===== config.mk =====
export PLATFORM = sky130hd
export DESIGN_NAME = aging_page_replacement
export DESIGN_NICKNAME = d
export VERILOG_FILES = /design/src/rtl/aprc_pkg.sv /design/src/rtl/aprc_cell.sv /design/src/rtl/aging_page_replacement.sv
export SDC_FILE = /design/constraint.sdc
export NUM_CORES = 1
export LEC_CHECK = 0
export ABC_AREA = 1
export ABC_CLOCK_PERIOD_IN_PS = 9600
export BUFFER_PORTS_ARGS = -buffer_cell sky130_fd_sc_hd__buf_2
export CORE_AREA = 2 2 238 240
export DETAILED_ROUTE_END_ITERATION = 16
export DIE_AREA = 0 0 240 242
export PLACE_DENSITY = 0.66
export SKIP_CTS_REPAIR_TIMING = 1
export SLEW_MARGIN = 10
export SYNTH_ARGS = -nofsm -noshare
export SYNTH_HDL_FRONTEND = slang
export SYNTH_SLANG_ARGS = --single-unit

===== constraint.sdc =====
create_clock -name clock -period 9.6 [get_ports clock]
set_input_delay 0.96 -clock clock [delete_from_list [all_inputs] [get_ports clock]]
set_output_delay 0.96 -clock clock [all_outputs]
set_load 0.03 [all_outputs]

===== src/rtl/aprc_pkg.sv =====
`default_nettype none
package aprc_pkg;
   localparam int FRAMES    = 16;
   localparam int AGE_BITS  = 3;
   localparam int FRAME_IDS = 16;
   localparam int PID_W     = 16;
   localparam int FRAME_W   = 4;
   localparam int IDX_W     = $clog2(FRAMES);
   localparam int CNT_W     = $clog2(FRAMES + 1);

   typedef enum logic [1:0] {
      OP_INSERT  = 2'd0,
      OP_REFER   = 2'd1,
      OP_REPLACE = 2'd2,
      OP_NOP     = 2'd3
   } op_type;

   typedef enum logic [1:0] {
      ST_DONE  = 2'd0,
      ST_EMPTY = 2'd1,
      ST_FULL  = 2'd2
   } status_type;

   typedef struct packed {
      logic load;
      logic shift;
      logic wrap;
   } cell_ctl_type;
endpackage
`default_nettype wire


===== src/rtl/aprc_cell.sv =====
`default_nettype none
module aprc_cell (
   input  wire                         clock,
   input  wire aprc_pkg::cell_ctl_type ctl,
   input  wire [aprc_pkg::PID_W-1:0]   load_pid,
   input  wire [aprc_pkg::FRAME_W-1:0] load_frame,
   input  wire [aprc_pkg::PID_W-1:0]   next_pid,
   input  wire [aprc_pkg::FRAME_W-1:0] next_frame,
   input  wire [aprc_pkg::PID_W-1:0]   head_pid,
   input  wire [aprc_pkg::FRAME_W-1:0] head_frame,
   output logic [aprc_pkg::PID_W-1:0]   pid,
   output logic [aprc_pkg::FRAME_W-1:0] frame
);
   import aprc_pkg::*;

   logic [PID_W-1:0]   pid_ff;
   logic [FRAME_W-1:0] frame_ff;

   always_ff @(posedge clock) begin
      if (ctl.load) begin
         pid_ff   <= load_pid;
         frame_ff <= load_frame;
      end else if (ctl.shift) begin
         pid_ff   <= ctl.wrap ? head_pid : next_pid;
         frame_ff <= ctl.wrap ? head_frame : next_frame;
      end
   end

   assign pid   = pid_ff;
   assign frame = frame_ff;
endmodule
`default_nettype wire


===== src/rtl/aging_page_replacement.sv =====
`default_nettype none
// Aging page replacement: resident (pid, frame) entries sit in a row of cells in
// list order, head first. Insert, reference and no-op transactions answer in the
// cycle after acceptance. A replace rotates the row once through all N resident
// entries, aging one entry per cycle at the head cell, then rotates on until the
// victim at offset m has passed the head and drops off the end of the row; it
// answers when that rotation ends, and new requests stall until then.
module aging_page_replacement (
   input  wire                         clock,
   input  wire                         reset,
   input  wire                         req_valid,
   output logic                        req_stall,
   input  wire [1:0]                   req_op,
   input  wire [aprc_pkg::PID_W-1:0]   req_owner_pid,
   input  wire [aprc_pkg::FRAME_W-1:0] req_frame_number,
   output logic                        rsp_valid,
   input  wire                         rsp_stall,
   output logic [aprc_pkg::PID_W-1:0]   rsp_victim_pid,
   output logic [aprc_pkg::FRAME_W-1:0] rsp_victim_frame,
   output logic [1:0]                   rsp_status
);
   import aprc_pkg::*;

   typedef enum logic [1:0] {S_IDLE, S_WALK, S_ROT} state_type;

   state_type            state_ff;
   logic [CNT_W-1:0]     count_ff;
   logic [CNT_W-1:0]     walk_ff;
   logic [CNT_W-1:0]     rot_ff;
   logic [IDX_W-1:0]     min_idx_ff;
   logic [AGE_BITS-1:0]  min_age_ff;
   logic [FRAME_W-1:0]   min_frame_ff;
   logic [PID_W-1:0]     min_pid_ff;
   logic [AGE_BITS-1:0]  age_ff [FRAME_IDS];
   logic                 ref_ff [FRAME_IDS];
   logic                 rsp_valid_ff;
   logic [PID_W-1:0]     rsp_pid_ff;
   logic [FRAME_W-1:0]   rsp_frame_ff;
   logic [1:0]           rsp_status_ff;

   logic [PID_W-1:0]     cell_pid   [FRAMES];
   logic [FRAME_W-1:0]   cell_frame [FRAMES];
   logic [PID_W-1:0]     next_pid   [FRAMES];
   logic [FRAME_W-1:0]   next_frame [FRAMES];
   cell_ctl_type         ctl        [FRAMES];

   logic                 req_accept;
   logic [CNT_W-1:0]     last_in;
   logic [FRAME_W-1:0]   cur_frame;
   logic [AGE_BITS-1:0]  new_age_in;
   logic                 take_in;
   logic                 same_in;
   logic [IDX_W-1:0]     min_idx_in;

   assign req_stall  = (state_ff != S_IDLE) || (rsp_valid_ff && rsp_stall);
   assign req_accept = req_valid && !req_stall;
   assign last_in    = count_ff - CNT_W'(1);
   assign cur_frame  = cell_frame[0];
   assign new_age_in = {ref_ff[cur_frame], age_ff[cur_frame][AGE_BITS-1:1]};
   assign same_in    = (cur_frame == min_frame_ff);
   assign take_in    = (walk_ff == '0) || (!same_in && (new_age_in < min_age_ff));
   assign min_idx_in = take_in ? walk_ff[IDX_W-1:0] : min_idx_ff;

   always_comb begin
      for (int i = 0; i < FRAMES; i++) begin
         if (i < FRAMES - 1) begin
            next_pid[i]   = cell_pid[i+1];
            next_frame[i] = cell_frame[i+1];
         end else begin
            next_pid[i]   = cell_pid[0];
            next_frame[i] = cell_frame[0];
         end
         ctl[i].load  = req_accept && (op_type'(req_op) == OP_INSERT)
                        && (count_ff == CNT_W'(i));
         ctl[i].shift = (state_ff != S_IDLE);
         ctl[i].wrap  = (last_in == CNT_W'(i));
      end
   end

   for (genvar g = 0; g < FRAMES; g++) begin : g_cell
      aprc_cell u_cell (
         .clock      (clock),
         .ctl        (ctl[g]),
         .load_pid   (req_owner_pid),
         .load_frame (req_frame_number),
         .next_pid   (next_pid[g]),
         .next_frame (next_frame[g]),
         .head_pid   (cell_pid[0]),
         .head_frame (cell_frame[0]),
         .pid        (cell_pid[g]),
         .frame      (cell_frame[g])
      );
   end

   always_ff @(posedge clock) begin
      if (reset) begin
         state_ff     <= S_IDLE;
         count_ff     <= '0;
         rsp_valid_ff <= 1'b0;
         for (int i = 0; i < FRAME_IDS; i++) begin
            age_ff[i] <= '0;
            ref_ff[i] <= 1'b0;
         end
      end else begin
         if (rsp_valid_ff && !rsp_stall) rsp_valid_ff <= 1'b0;
         case (state_ff)
            S_IDLE: begin
               if (req_accept) begin
                  rsp_valid_ff  <= 1'b1;
                  rsp_pid_ff    <= '0;
                  rsp_frame_ff  <= '0;
                  rsp_status_ff <= ST_DONE;
                  case (op_type'(req_op))
                     OP_INSERT: begin
                        if (count_ff == CNT_W'(FRAMES)) begin
                           rsp_status_ff <= ST_FULL;
                        end else begin
                           count_ff                 <= count_ff + CNT_W'(1);
                           age_ff[req_frame_number] <= '0;
                           ref_ff[req_frame_number] <= 1'b0;
                        end
                     end
                     OP_REFER: ref_ff[req_frame_number] <= 1'b1;
                     OP_REPLACE: begin
                        if (count_ff == '0) begin
                           rsp_status_ff <= ST_EMPTY;
                        end else begin
                           rsp_valid_ff <= 1'b0;
                           state_ff     <= S_WALK;
                           walk_ff      <= '0;
                        end
                     end
                     default: ;
                  endcase
               end
            end
            S_WALK: begin
               age_ff[cur_frame] <= new_age_in;
               ref_ff[cur_frame] <= 1'b0;
               if (take_in || same_in) min_age_ff <= new_age_in;
               if (take_in) begin
                  min_frame_ff <= cur_frame;
                  min_pid_ff   <= cell_pid[0];
               end
               min_idx_ff <= min_idx_in;
               walk_ff    <= walk_ff + CNT_W'(1);
               if (walk_ff == last_in) begin
                  state_ff <= S_ROT;
                  rot_ff   <= CNT_W'(min_idx_in) + CNT_W'(1);
               end
            end
            S_ROT: begin
               rot_ff <= rot_ff - CNT_W'(1);
               if (rot_ff == CNT_W'(1)) begin
                  state_ff      <= S_IDLE;
                  count_ff      <= last_in;
                  rsp_valid_ff  <= 1'b1;
                  rsp_pid_ff    <= min_pid_ff;
                  rsp_frame_ff  <= min_frame_ff;
                  rsp_status_ff <= ST_DONE;
               end
            end
            default: state_ff <= S_IDLE;
         endcase
      end
   end

   assign rsp_valid        = rsp_valid_ff;
   assign rsp_victim_pid   = rsp_pid_ff;
   assign rsp_victim_frame = rsp_frame_ff;
   assign rsp_status       = rsp_status_ff;
endmodule
`default_nettype wire

==> metrics.md, run 1 <==
| Metric | Value |
|---|---|
| Wirelength, routed | slightly below 60 mm |
| Largest net degree at the start of global routing | between 40 and 50 |
| Final hold viol count | 0 |
| N_diodes | 0 |
| CTS tree | built |
| Max incr delay on CP | between 800 and 900 ps |
| Final Max Tran Viols | 0 |
| Largest family of logic cells by synthesized area | compound AO/OA/AOI/OAI gates |
| Pleak | between 7 and 8 nW |
| Sw Ratio | 37.3% |
| Grt ovf | 0 |
| Buf/Inv on CP | 2 |
| Router iterations before antenna repair | 5 |
| Clk pin slew, worst setup/hold paths | 60 ps |
| Compound-gate portion of the synthesized area | between 10% and 20% |
| Number of synthesized flops with an enable pin | 427 |
| Fraction of the yosys area taken by sequential cells | 59.3% |
| GP Congestion | between 0.9 and 1 |
| Most frequent cells in the layout | nand2_1, edfxtp_1, o211ai_1 |
| Post-synth top area cell | edfxtp_1 |
| Commonest non-fill, non-tap cell in the layout | nand2_1 |
| Top cell type's share of synthesized area | 58.2% |
| Clk sinks | 439 |
| Average size of a mapped cell | just over 10 µm² |
| Count of different cell masters after synthesis | 45 |
| Vias | 16300 |
| Post-synthesis simple-gate area fraction | a little over an eighth |
| Area grow syn2layout | 8.50% |
| FMAX | between 200 and 300 MHz |
| Setup repair after global routing missed its margin | false |
| Initial Util | around two fifths |
| Ratio of cells with drive above 1 in the final layout | 9.60% |
| Fin Hold WS | slightly above 500 ps |
| Core ar. | ~56000 µm² |
| Crit-path slowest cell | nand2_1 |
| Tmin final | approximately 3600 ps |
| Root buf cell | clkbuf_16 |
| Avg Vias per Cell | 5.64 |
| CTS buffer count | 46 |
| Relative slew slack | 18.7% |
| Reg power frac | ~44% |
| Worst setup EP type | flop |
| CP Launch Type | flop |
| Pwr Total | between 0.007 and 0.008 W |
| Maxcap violations | 0 |
| Mux contribution to synthesized area | 0% |
| Die width | roughly 240 µm |
| Tightest Pin Transition | ~1200 ps |
| Switching pwr | between 0.002 and 0.003 W |
| Clock skew | around 10 ps |
| Post-route ant nets | 0 |
| Gr usage total | between 20 and 25% |
| Logic pwr share | 32.9% |
| Post-Syn Area | roughly 22000 µm² |
| Status | finished clean |
| Part of the power in the clock network | approximately 23% |
| Final setup viols | 0 |
| Top_reg_cell synth | edfxtp_1 |
| HPWL after DPL | 36.4 mm |
| Row count | 87 |
| Post-Place Cells | ~2800 |
| Die area | between 50000 and 60000 µm² |
| Critical path class | flop to flop |
| Post-synth ARST share | 0% |
| Post-Layout Cell Count | 2881 |
| YS warnings | 0 |
| Top cells by area, synth | edfxtp_1, o211ai_1, nand2_1 |
| Worst R2R Path Depth | 6 |
| Clock latency on the worst-skew pair | 580 ps |
| Nets | 2134 |
| First-pass GRT wire length | approximately 90 mm |
| Antenna violations before repair | 0 |
| Filler Cells Inserted | between 5000 and 6000 |
| XOR/XNOR share of the synthesized area | 0.483% |
| Period utilization | a little under two fifths |
| Drt drc | 0 |
| Worst path required time | 9670 ps |
| Cell count after synthesis | between 2000 and 2500 |
| Routed len/inst | about 21 µm |
| Pwr/cell area | 329 nW/µm² |
| Vias in the first global route | approximately 15000 |
| Max Buffers Root-to-Sink | 3 |
| Worst min path class | flop to flop |
| CP Cell Sequence | inv_1 -> ha_1 -> nand3_1 -> inv_1 -> nand2_1 -> nand2_1 |
| Syn nets | roughly 2200 |
| H-Tree Depth | 2 |
| CP arrival | approximately 3700 ps |
| CP Depth | 6 |
| Setup TNS | 0 ps |
| Peak supply drop | 0.000171 V |
| Die height | 242 µm |
| Adder-cell share of the synthesized area | less than 1% |
| CP max FO | approximately 40 |
| Internal power | 0.00493 W |
| Port buffer count | just under 50 |
| Ports | 50 |
| Synth Register Bits | around 440 |
| CP delay by family, top | simple AND/OR/NAND/NOR gates |
| Hold depth | 2 |
| Initial DRC count | 1758 |
## worst min-delay path, delay by kind of cell (launching register included)
family	cells	cell delay [ps]
flops	1	320
simple gates	1	50
buf+inv	1	40
## cell usage after synthesis, types with 3 or more instances
master	n
o221ai_1	7
o21ai_1	139
buf_4	34
edfxtp_1	427
nand2_1	472
o211ai_1	282
nand2_2	12
a31oi_1	3
inv_2	15
dfxtp_1	12
buf_2	30
nor2_4	10
buf_6	11
buf_1	4
xor2_1	4
nand3_2	7
inv_1	132
nor2_1	106
nand2_4	6
o21ai_0	232
a21oi_1	12
ha_1	17
nand4_1	9
nor2_8	5
nor2_2	9
nand3_1	28
o21ai_2	3
clkbuf_1	107
nor3_1	3
xnor2_1	5
## power by group through the flow
stage	sequential, W	clock (W)	combinational [W]
2_1_floorplan	0.00337	0	0.00187
3_3_place_gp	0.00349	0	0.00251
4_1_cts	0.00347	0.00182	0.00257
5_1_grt	0.00352	0.00190	0.00285
3_5_place_dp	0.00349	0	0.00255
6_report	0.00347	0.00180	0.00258
## routing by layer
metal | global-route usage (%) | up-vias | part of all wire [%]
met5 | 0 | - | 0
met4 | 9.32 | 0 | 4.1
met3 | 4.30 | 141 | 9.9
met2 | 31.3 | 805 | 45
met1 | 27.5 | 7706 | 41
li1 | - | 7602 | -
## worst paths after layout
check / start / to / slack, ps
worst max-delay path: count_ff[0]$_SDFFE_PP0P_ / g_cell[0].u_cell.pid[7]$_DFFE_PP_ / 5990
worst min-delay path: min_pid_ff[1]$_DFFE_PP_ / rsp_victim_pid[1]$_SDFFCE_PN0P_ / 510
worst max register to register: count_ff[0]$_SDFFE_PP0P_ / g_cell[0].u_cell.pid[7]$_DFFE_PP_ / 5990
worst min register to register: min_pid_ff[1]$_DFFE_PP_ / rsp_victim_pid[1]$_SDFFCE_PN0P_ / 510
## per-stage QoR
stage / setup slack, ps / area, µm² / util, %
after floorplan: 6370 / 22000 / -
after global placement: 5660 / 22400 / 40.2
after detailed placement: 5540 / 22400 / 40.2
after CTS: 6070 / 23900 / 42.9
after global routing: 5690 / 23900 / 42.9
final: 5990 / 23900 / 42.9
## cell type report
class / instances / area [µm²] / area share (%)
well taps: 756 / 946 / 3.96
clock inverters: 23 / 269 / 1.13
flip-flops and latches: 439 / 13100 / 54.7
inverters: 150 / 573 / 2.40
multi-input cells: 1386 / 7430 / 31.1
clock buffers: 59 / 1220 / 5.11
repair buffers: 68 / 388 / 1.62
## flip-flops by register name (all words and copies together), names as in the netlist, named ones only
register and count:
min_idx_ff 4, rsp_victim_pid 16, state_ff 2, g_cell.u_cell.frame 64
count_ff 5, min_pid_ff 16, rot_ff 5, min_frame_ff 4
age_ff 32, walk_ff 5, rsp_valid 1, ref_ff 16
rsp_victim_frame 4, rsp_status 2, g_cell.u_cell.pid 256, min_age_ff 3
## kinds of logic after synthesis
logic type / after synthesis
XOR/XNOR: 10
AO/OA/AOI/OAI: 683
AND/OR/NAND/NOR: 676
flip-flops: 439
adder cells (fa/ha/maj): 17
buffers and inverters: 338
No activity file was read; power rests on OpenSTA's default activity.
==> inputs of run 2 (changes only) <==
Settings changed: ABC_CLOCK_PERIOD_IN_PS 9600 to 3250, PLACE_DENSITY 0.66 to 0.68.
Clock period 9.6 ns to 3.25 ns, I/O delays scaled along.
==> run 2 against run 1 <==
Clock-buffer cell count fell by 1. First-iteration DRC count rose by 11%. Final cell count rose by 1.2%. Hold slack got worse by 450 ps. Flip-flop and latch count did not move. Critical path depth rose by 7. Register-to-register slack got worse by 5600 ps. Global-route usage fell by 0.98 points. Non-clock buffer count rose by 38. Design area rose by 1.1%. Routed wire length fell by 5.5%.
==> metrics.md, run 2 (synthesis results as in run 1) <==
| Metric | Value |
|---|---|
| Critical path class | flop to flop |
| Router iterations before antenna repair | 6 (+1) |
| Clk sinks | 439 (unchanged) |
| Pleak | 8.16 nW (+2.1%) |
| H-Tree Depth | 2 (unchanged) |
| Wirelength, routed | 56.3 mm (-5.5%) |
| R2R Path End | min_pid_ff[4]$_DFFE_PP_ |
| Core ar. | 55700 µm² (unchanged) |
| Root buf cell | clkbuf_16 |
| Clock latency on the worst-skew pair | 600 ps (+20 ps) |
| Ports | 50 (unchanged) |
| Nets | 2171 (+1.7%) |
| Gr usage total | 19.3% (-0.98 points) |
| Commonest non-fill, non-tap cell in the layout | nand2_1 |
| Tmin final | 2910 ps (-700 ps) |
| Final Max Tran Viols | 0 (unchanged) |
| Die height | 242 µm (unchanged) |
| CP arrival | 3170 ps (-500 ps) |
| Tightest Pin Transition | 920 ps (-298 ps) |
| Worst R2R Path Depth | 13 (+7) |
| Port buffer count | 49 (unchanged) |
| Avg Vias per Cell | 5.56 (-1.5%) |
| FMAX | 344 MHz (+24%) |
| Pwr/cell area | 946 nW/µm² (+190%) |
| Maxcap violations | 0 (unchanged) |
| Reg area | 13100 µm² (unchanged) |
| Max Buffers Root-to-Sink | 3 (unchanged) |
| Clock skew | 38.2 ps (+28.4 ps) |
| First-pass GRT wire length | 87.5 mm (-2.9%) |
| Worst path required time | 3520 ps (-6150 ps) |
| Largest register FFs | 256 (unchanged) |
| Die width | 240 µm (unchanged) |
| Setup TNS | 0 ps (unchanged) |
| Period utilization | 89.4% (+52 points) |
| Final setup viols | 0 (unchanged) |
| Relative slew slack | 38.6% (+20 points) |
| Initial DRC count | 1954 (+11%) |
| Row count | 87 (unchanged) |
| CP Launch Type | flop |
| Initial Util | 39.5% (unchanged) |
| Grt ovf | 0 (unchanged) |
| Hold Path Sink | rsp_valid$_SDFF_PP0_ |
| Worst min path class | input port to flop |
| CP max FO | 20 (-51%) |
| Multi-input gate area | 7430 µm² (unchanged) |
| Setup repair after global routing missed its margin | false |
| Drt drc | 0 (unchanged) |
| Post-route ant nets | 0 (unchanged) |
| Routed len/inst | 19.3 µm (-6.6%) |
| HPWL after DPL | 36.1 mm (-0.80%) |
| Util after Layout | 43.3% (+0.49 points) |
| Vias in the first global route | 15000 (-0.99%) |
| Vias | 16200 (-0.31%) |
| Area grow syn2layout | 9.73% |
| Clk pin slew, worst setup/hold paths | 60 ps (about the same) |
| N_diodes | 0 (unchanged) |
| Most frequent cells in the layout | nand2_1, edfxtp_1, o211ai_1 |
| CTS buffer count | 45 (-2.2%) |
| Status | finished clean |
| Worst setup EP type | flop |
| Final hold viol count | 0 (unchanged) |
| GP Congestion | 0.853 (-5.4%) |
| Filler Cells Inserted | 5162 (-1.7%) |
| Largest net degree at the start of global routing | 42 (unchanged) |
| Ratio of cells with drive above 1 in the final layout | 11.2% (+1.6 points) |
| Antenna violations before repair | 2 (+2) |
| HP Start | req_valid |
| Hold depth | 3 (+1) |
| CTS tree | built |
| Die area | 58100 µm² (unchanged) |
| R2R Setup Slk | 340 ps (-5650 ps) |
| Peak supply drop | 0.000422 V (+150%) |
==> run 2: changes by cell type in the layout (fill, tap and decap cells not counted), moves of 3 or more <==
cell       change
buf_12         +8
buf_4         +30
bufinv_16      -5
clkbuf_8       +3
clkinv_2       +3
==> run 2: power breakdown <==
group / internal, W / switching [W] / total [W]
logic: 0.00238 / 0.00543 / 0.00781
registers: 0.00926 / 0.000829 / 0.0101
clock network: 0.00271 / 0.00223 / 0.00494
total: 0.0143 / 0.00849 / 0.0228
==> run 2: worst max-delay path, cell delays in order, from the launching register on <==
cell and delay [ps]:
dfxtp_1 550, inv_1 260, o21ai_0 140, o221ai_1 130, nand3_1 110, nand2_1 90
ha_1 300, a21oi_1 140, and2_1 200, nand2_4 100, nand2_4 100, inv_1 70
nor2_1 90, buf_4 280
==> run 2: layer usage <==
layer / share of wire (%) / vias to the layer above / global-route usage (%) / wire [µm]
met4: 2.2 / 0 / 5.26 / 1260
met3: 10 / 101 / 5.56 / 5780
met5: 0 / - / 0 / 0
met1: 45 / 7708 / 28.4 / 25200
li1: - / 7669 / - / -
met2: 43 / 726 / 27.8 / 24000
==> run 2: cell type report <==
type / instances / share of cell area, %
Clock inverter: 21 / 0.710
Tap cell: 756 / 3.92
Timing Repair Buffer: 106 / 3.20
Multi-Input combinational cell: 1386 / 30.7
Inverter: 150 / 2.37
Sequential cell: 439 / 54.1
Clock buffer: 58 / 4.99
==> run 2: worst max-delay path by stage <==
| stage | slack [ps] | end | cells past startpoint |
|---|---|---|---|
| final | 340 | min_pid_ff[4]$_DFFE_PP_ | 13 |
| after global routing | 120 | min_pid_ff[4]$_DFFE_PP_ | 13 |
| after CTS | 340 | min_pid_ff[3]$_DFFE_PP_ | 13 |
| after detailed placement | 360 | min_pid_ff[1]$_DFFE_PP_ | 13 |
| after global placement | 390 | min_pid_ff[1]$_DFFE_PP_ | 13 |
| after floorplan | 20 | min_frame_ff[0]$_DFFE_PP_ | 15 |
==> run 2: stage by stage <==
stage / std cells / total power (W) / hold slack (ps) / instance area (µm²) / worst slack (ps)
CTS: 2916 / 0.0229 / 37.4 / 24200 / 344
finish: 2916 / 0.0228 / 62.4 / 24200 / 345
global route: 2916 / 0.0241 / 67.5 / 24200 / 119
floorplan: 2163 / 0.0155 / 450 / 22000 / 24.4
global placement: 2837 / 0.0177 / 486 / 22800 / 385
detailed placement: 2837 / 0.0179 / 495 / 22800 / 361
==> inputs of run 3 (changes only) <==
Settings changed: CORE_AREA 2 2 238 240 to 2 2 202 283, DIE_AREA 0 0 240 242 to 0 0 204 285.
==> run 3 against run 2 <==
Flip-flop and latch count unchanged. Critical path depth did not move. Power shrank 1.9%. Combinational power fell by 2.6%. Design area decreased by 0.81%.
==> metrics.md, run 3 (synthesis results as in run 1) <==
| Metric | Value |
|---|---|
| Period utilization | 90.2% (+0.83 points) |
| FMAX | 341 MHz (-0.92%) |
| Initial Util | 39.4% (-0.14 points) |
| Clk pin slew, worst setup/hold paths | 60 ps (about the same) |
| GP Congestion | 0.895 (+4.9%) |
| CP arrival | 3160 ps (about the same) |
| Setup TNS | 0 ps (unchanged) |
| Worst min path class | input port to flop |
| Router iterations before antenna repair | 6 (unchanged) |
| Pwr/cell area | 935 nW/µm² (-1.1%) |
| Worst setup EP type | flop |
| Pleak | 8.10 nW (-0.80%) |
| Vias | 16100 (-0.44%) |
| Largest net degree at the start of global routing | 42 (unchanged) |
| Internal power | 0.0142 W (-0.88%) |
| Ports | 50 (unchanged) |
| HPWL after DPL | 35.7 mm (-1.2%) |
| Row count | 103 (+18%) |
| Final setup viols | 0 (unchanged) |
| Die width | 204 µm (-15%) |
| Post-route ant nets | 0 (unchanged) |
| Clock skew | 16.6 ps (-21.6 ps) |
| Area grow syn2layout | 8.84% |
| Clock latency on the worst-skew pair | 550 ps (-50 ps) |
| Grt ovf | 0 (unchanged) |
| Antenna violations before repair | 0 (-2) |
| Logic pwr share | 34.0% (-0.2 points) |
| H-Tree Depth | 2 (unchanged) |
| Sw Ratio | 36.5% (-0.67 points) |
| Initial DRC count | 1620 (-17%) |
| Worst path required time | 3470 ps (-50 ps) |
| N_diodes | 0 (unchanged) |
| Hold depth | 3 (unchanged) |
| Wirelength, routed | 52.8 mm (-6.2%) |
| DP Area | 22600 µm² (-0.58%) |
| Tightest Pin Transition | 876 ps (-43.5 ps) |
| Post-Place Cells | 2815 (-0.78%) |
| CTS tree | built |
| Routed len/inst | 18.2 µm (-5.4%) |
| Critical path class | flop to flop |
| CP Launch Type | flop |
| Gr usage total | 18.1% (-1.3 points) |
| Vias in the first global route | 15500 (+3.4%) |
| Nets | 2166 (-0.23%) |
| Setup repair after global routing missed its margin | false |
| Max Buffers Root-to-Sink | 3 (unchanged) |
| Final Max Tran Viols | 0 (unchanged) |
| Ratio of cells with drive above 1 in the final layout | 11.0% (-0.21 points) |
| Final hold viol count | 0 (unchanged) |
| Clk sinks | 439 (unchanged) |
| Die height | 285 µm (+18%) |
| Commonest non-fill, non-tap cell in the layout | nand2_1 |
| Post-Layout Cell Count | 2891 (-0.86%) |
| Switching pwr | 0.00818 W (-3.7%) |
| Root buf cell | clkbuf_16 |
| CP max FO | 20 (unchanged) |
| Status | finished clean |
| First-pass GRT wire length | 84.7 mm (-3.2%) |
| Part of the power in the clock network | 21.5% (about the same) |
| Port buffer count | 49 (unchanged) |
| Reg power frac | 44.5% (+0.3 points) |
| Tmin final | 2930 ps (+26.9 ps) |
| Relative slew slack | 41.4% (+2.8 points) |
| Final instance area | 24000 µm² (-0.81%) |
| Drt drc | 0 (unchanged) |
| Worst R2R Path Depth | 13 (unchanged) |
| CTS buffer count | 41 (-8.9%) |
| Largest register FFs | 256 (unchanged) |
| Most frequent cells in the layout | nand2_1, edfxtp_1, o211ai_1 |
| Avg Vias per Cell | 5.58 (+0.42%) |
| Die area | 58100 µm² (+0.10%) |
| Core ar. | 55900 µm² (+0.35%) |
| Peak supply drop | 0.000388 V (-7.9%) |
| Maxcap violations | 0 (unchanged) |
==> run 3: final cells by class <==
class	count	area [µm²]
timing repair buffer	105	666
sequential	439	13100
fill	5249	32000
multi-input combinational	1386	7430
tap	735	920
inverter	150	573
clock inverter	24	201
clock buffer	52	1110
==> run 3: metrics by stage <==
stage | power (W) | util (%) | hold WS (ps) | worst slack (ps)
after global placement | 0.0173 | 40.5 | 476 | 412
after CTS | 0.0225 | 42.8 | 72.1 | 316
final | 0.0224 | 42.8 | 100 | 318
after detailed placement | 0.0176 | 40.5 | 476 | 330
after global routing | 0.0237 | 42.8 | 120 | 77.0
after floorplan | 0.0155 | - | 450 | 24.4
==> run 3: path summary, 6_finish.rpt <==
path	slack, ps	end	from
max reg2reg	320	min_pid_ff[3]$_DFFE_PP_	flop
max	320	min_pid_ff[3]$_DFFE_PP_	flop
min	100	rsp_valid$_SDFF_PP0_	req_valid
min reg2reg	500	min_pid_ff[14]$_DFFE_PP_	g_cell[0].u_cell.pid[14]$_DFFE_PP_
==> run 3: per-layer routing <==
metal	global-route usage [%]	share of wire (%)	wire, µm
met5	0	0	0
met4	6.39	3.2	1700
met3	1.89	5.5	2880
met2	32.7	52	27400
met1	22.3	39	20700
==> run 3: worst max-delay path: stages (launching register included) <==
cell and delay [ps]:
dfxtp_1 550, inv_1 260, o21ai_0 160, o221ai_1 130, nand3_1 100, nand2_1 100
ha_1 300, a21oi_1 140, and2_1 200, nand2_4 100, nand2_4 100, inv_1 80
nor2_2 70, buf_4 280
==> run 3: power groups by stage <==
| stage | registers (W) | logic, W | clock network (W) |
|---|---|---|---|
| 4_1_cts | 0.00997 | 0.00762 | 0.00490 |
| 3_5_place_dp | 0.0100 | 0.00757 | 0 |
| 5_1_grt | 0.0101 | 0.00844 | 0.00510 |
| 3_3_place_gp | 0.0100 | 0.00734 | 0 |
| 2_1_floorplan | 0.00996 | 0.00553 | 0 |
| 6_report | 0.00997 | 0.00761 | 0.00482 |
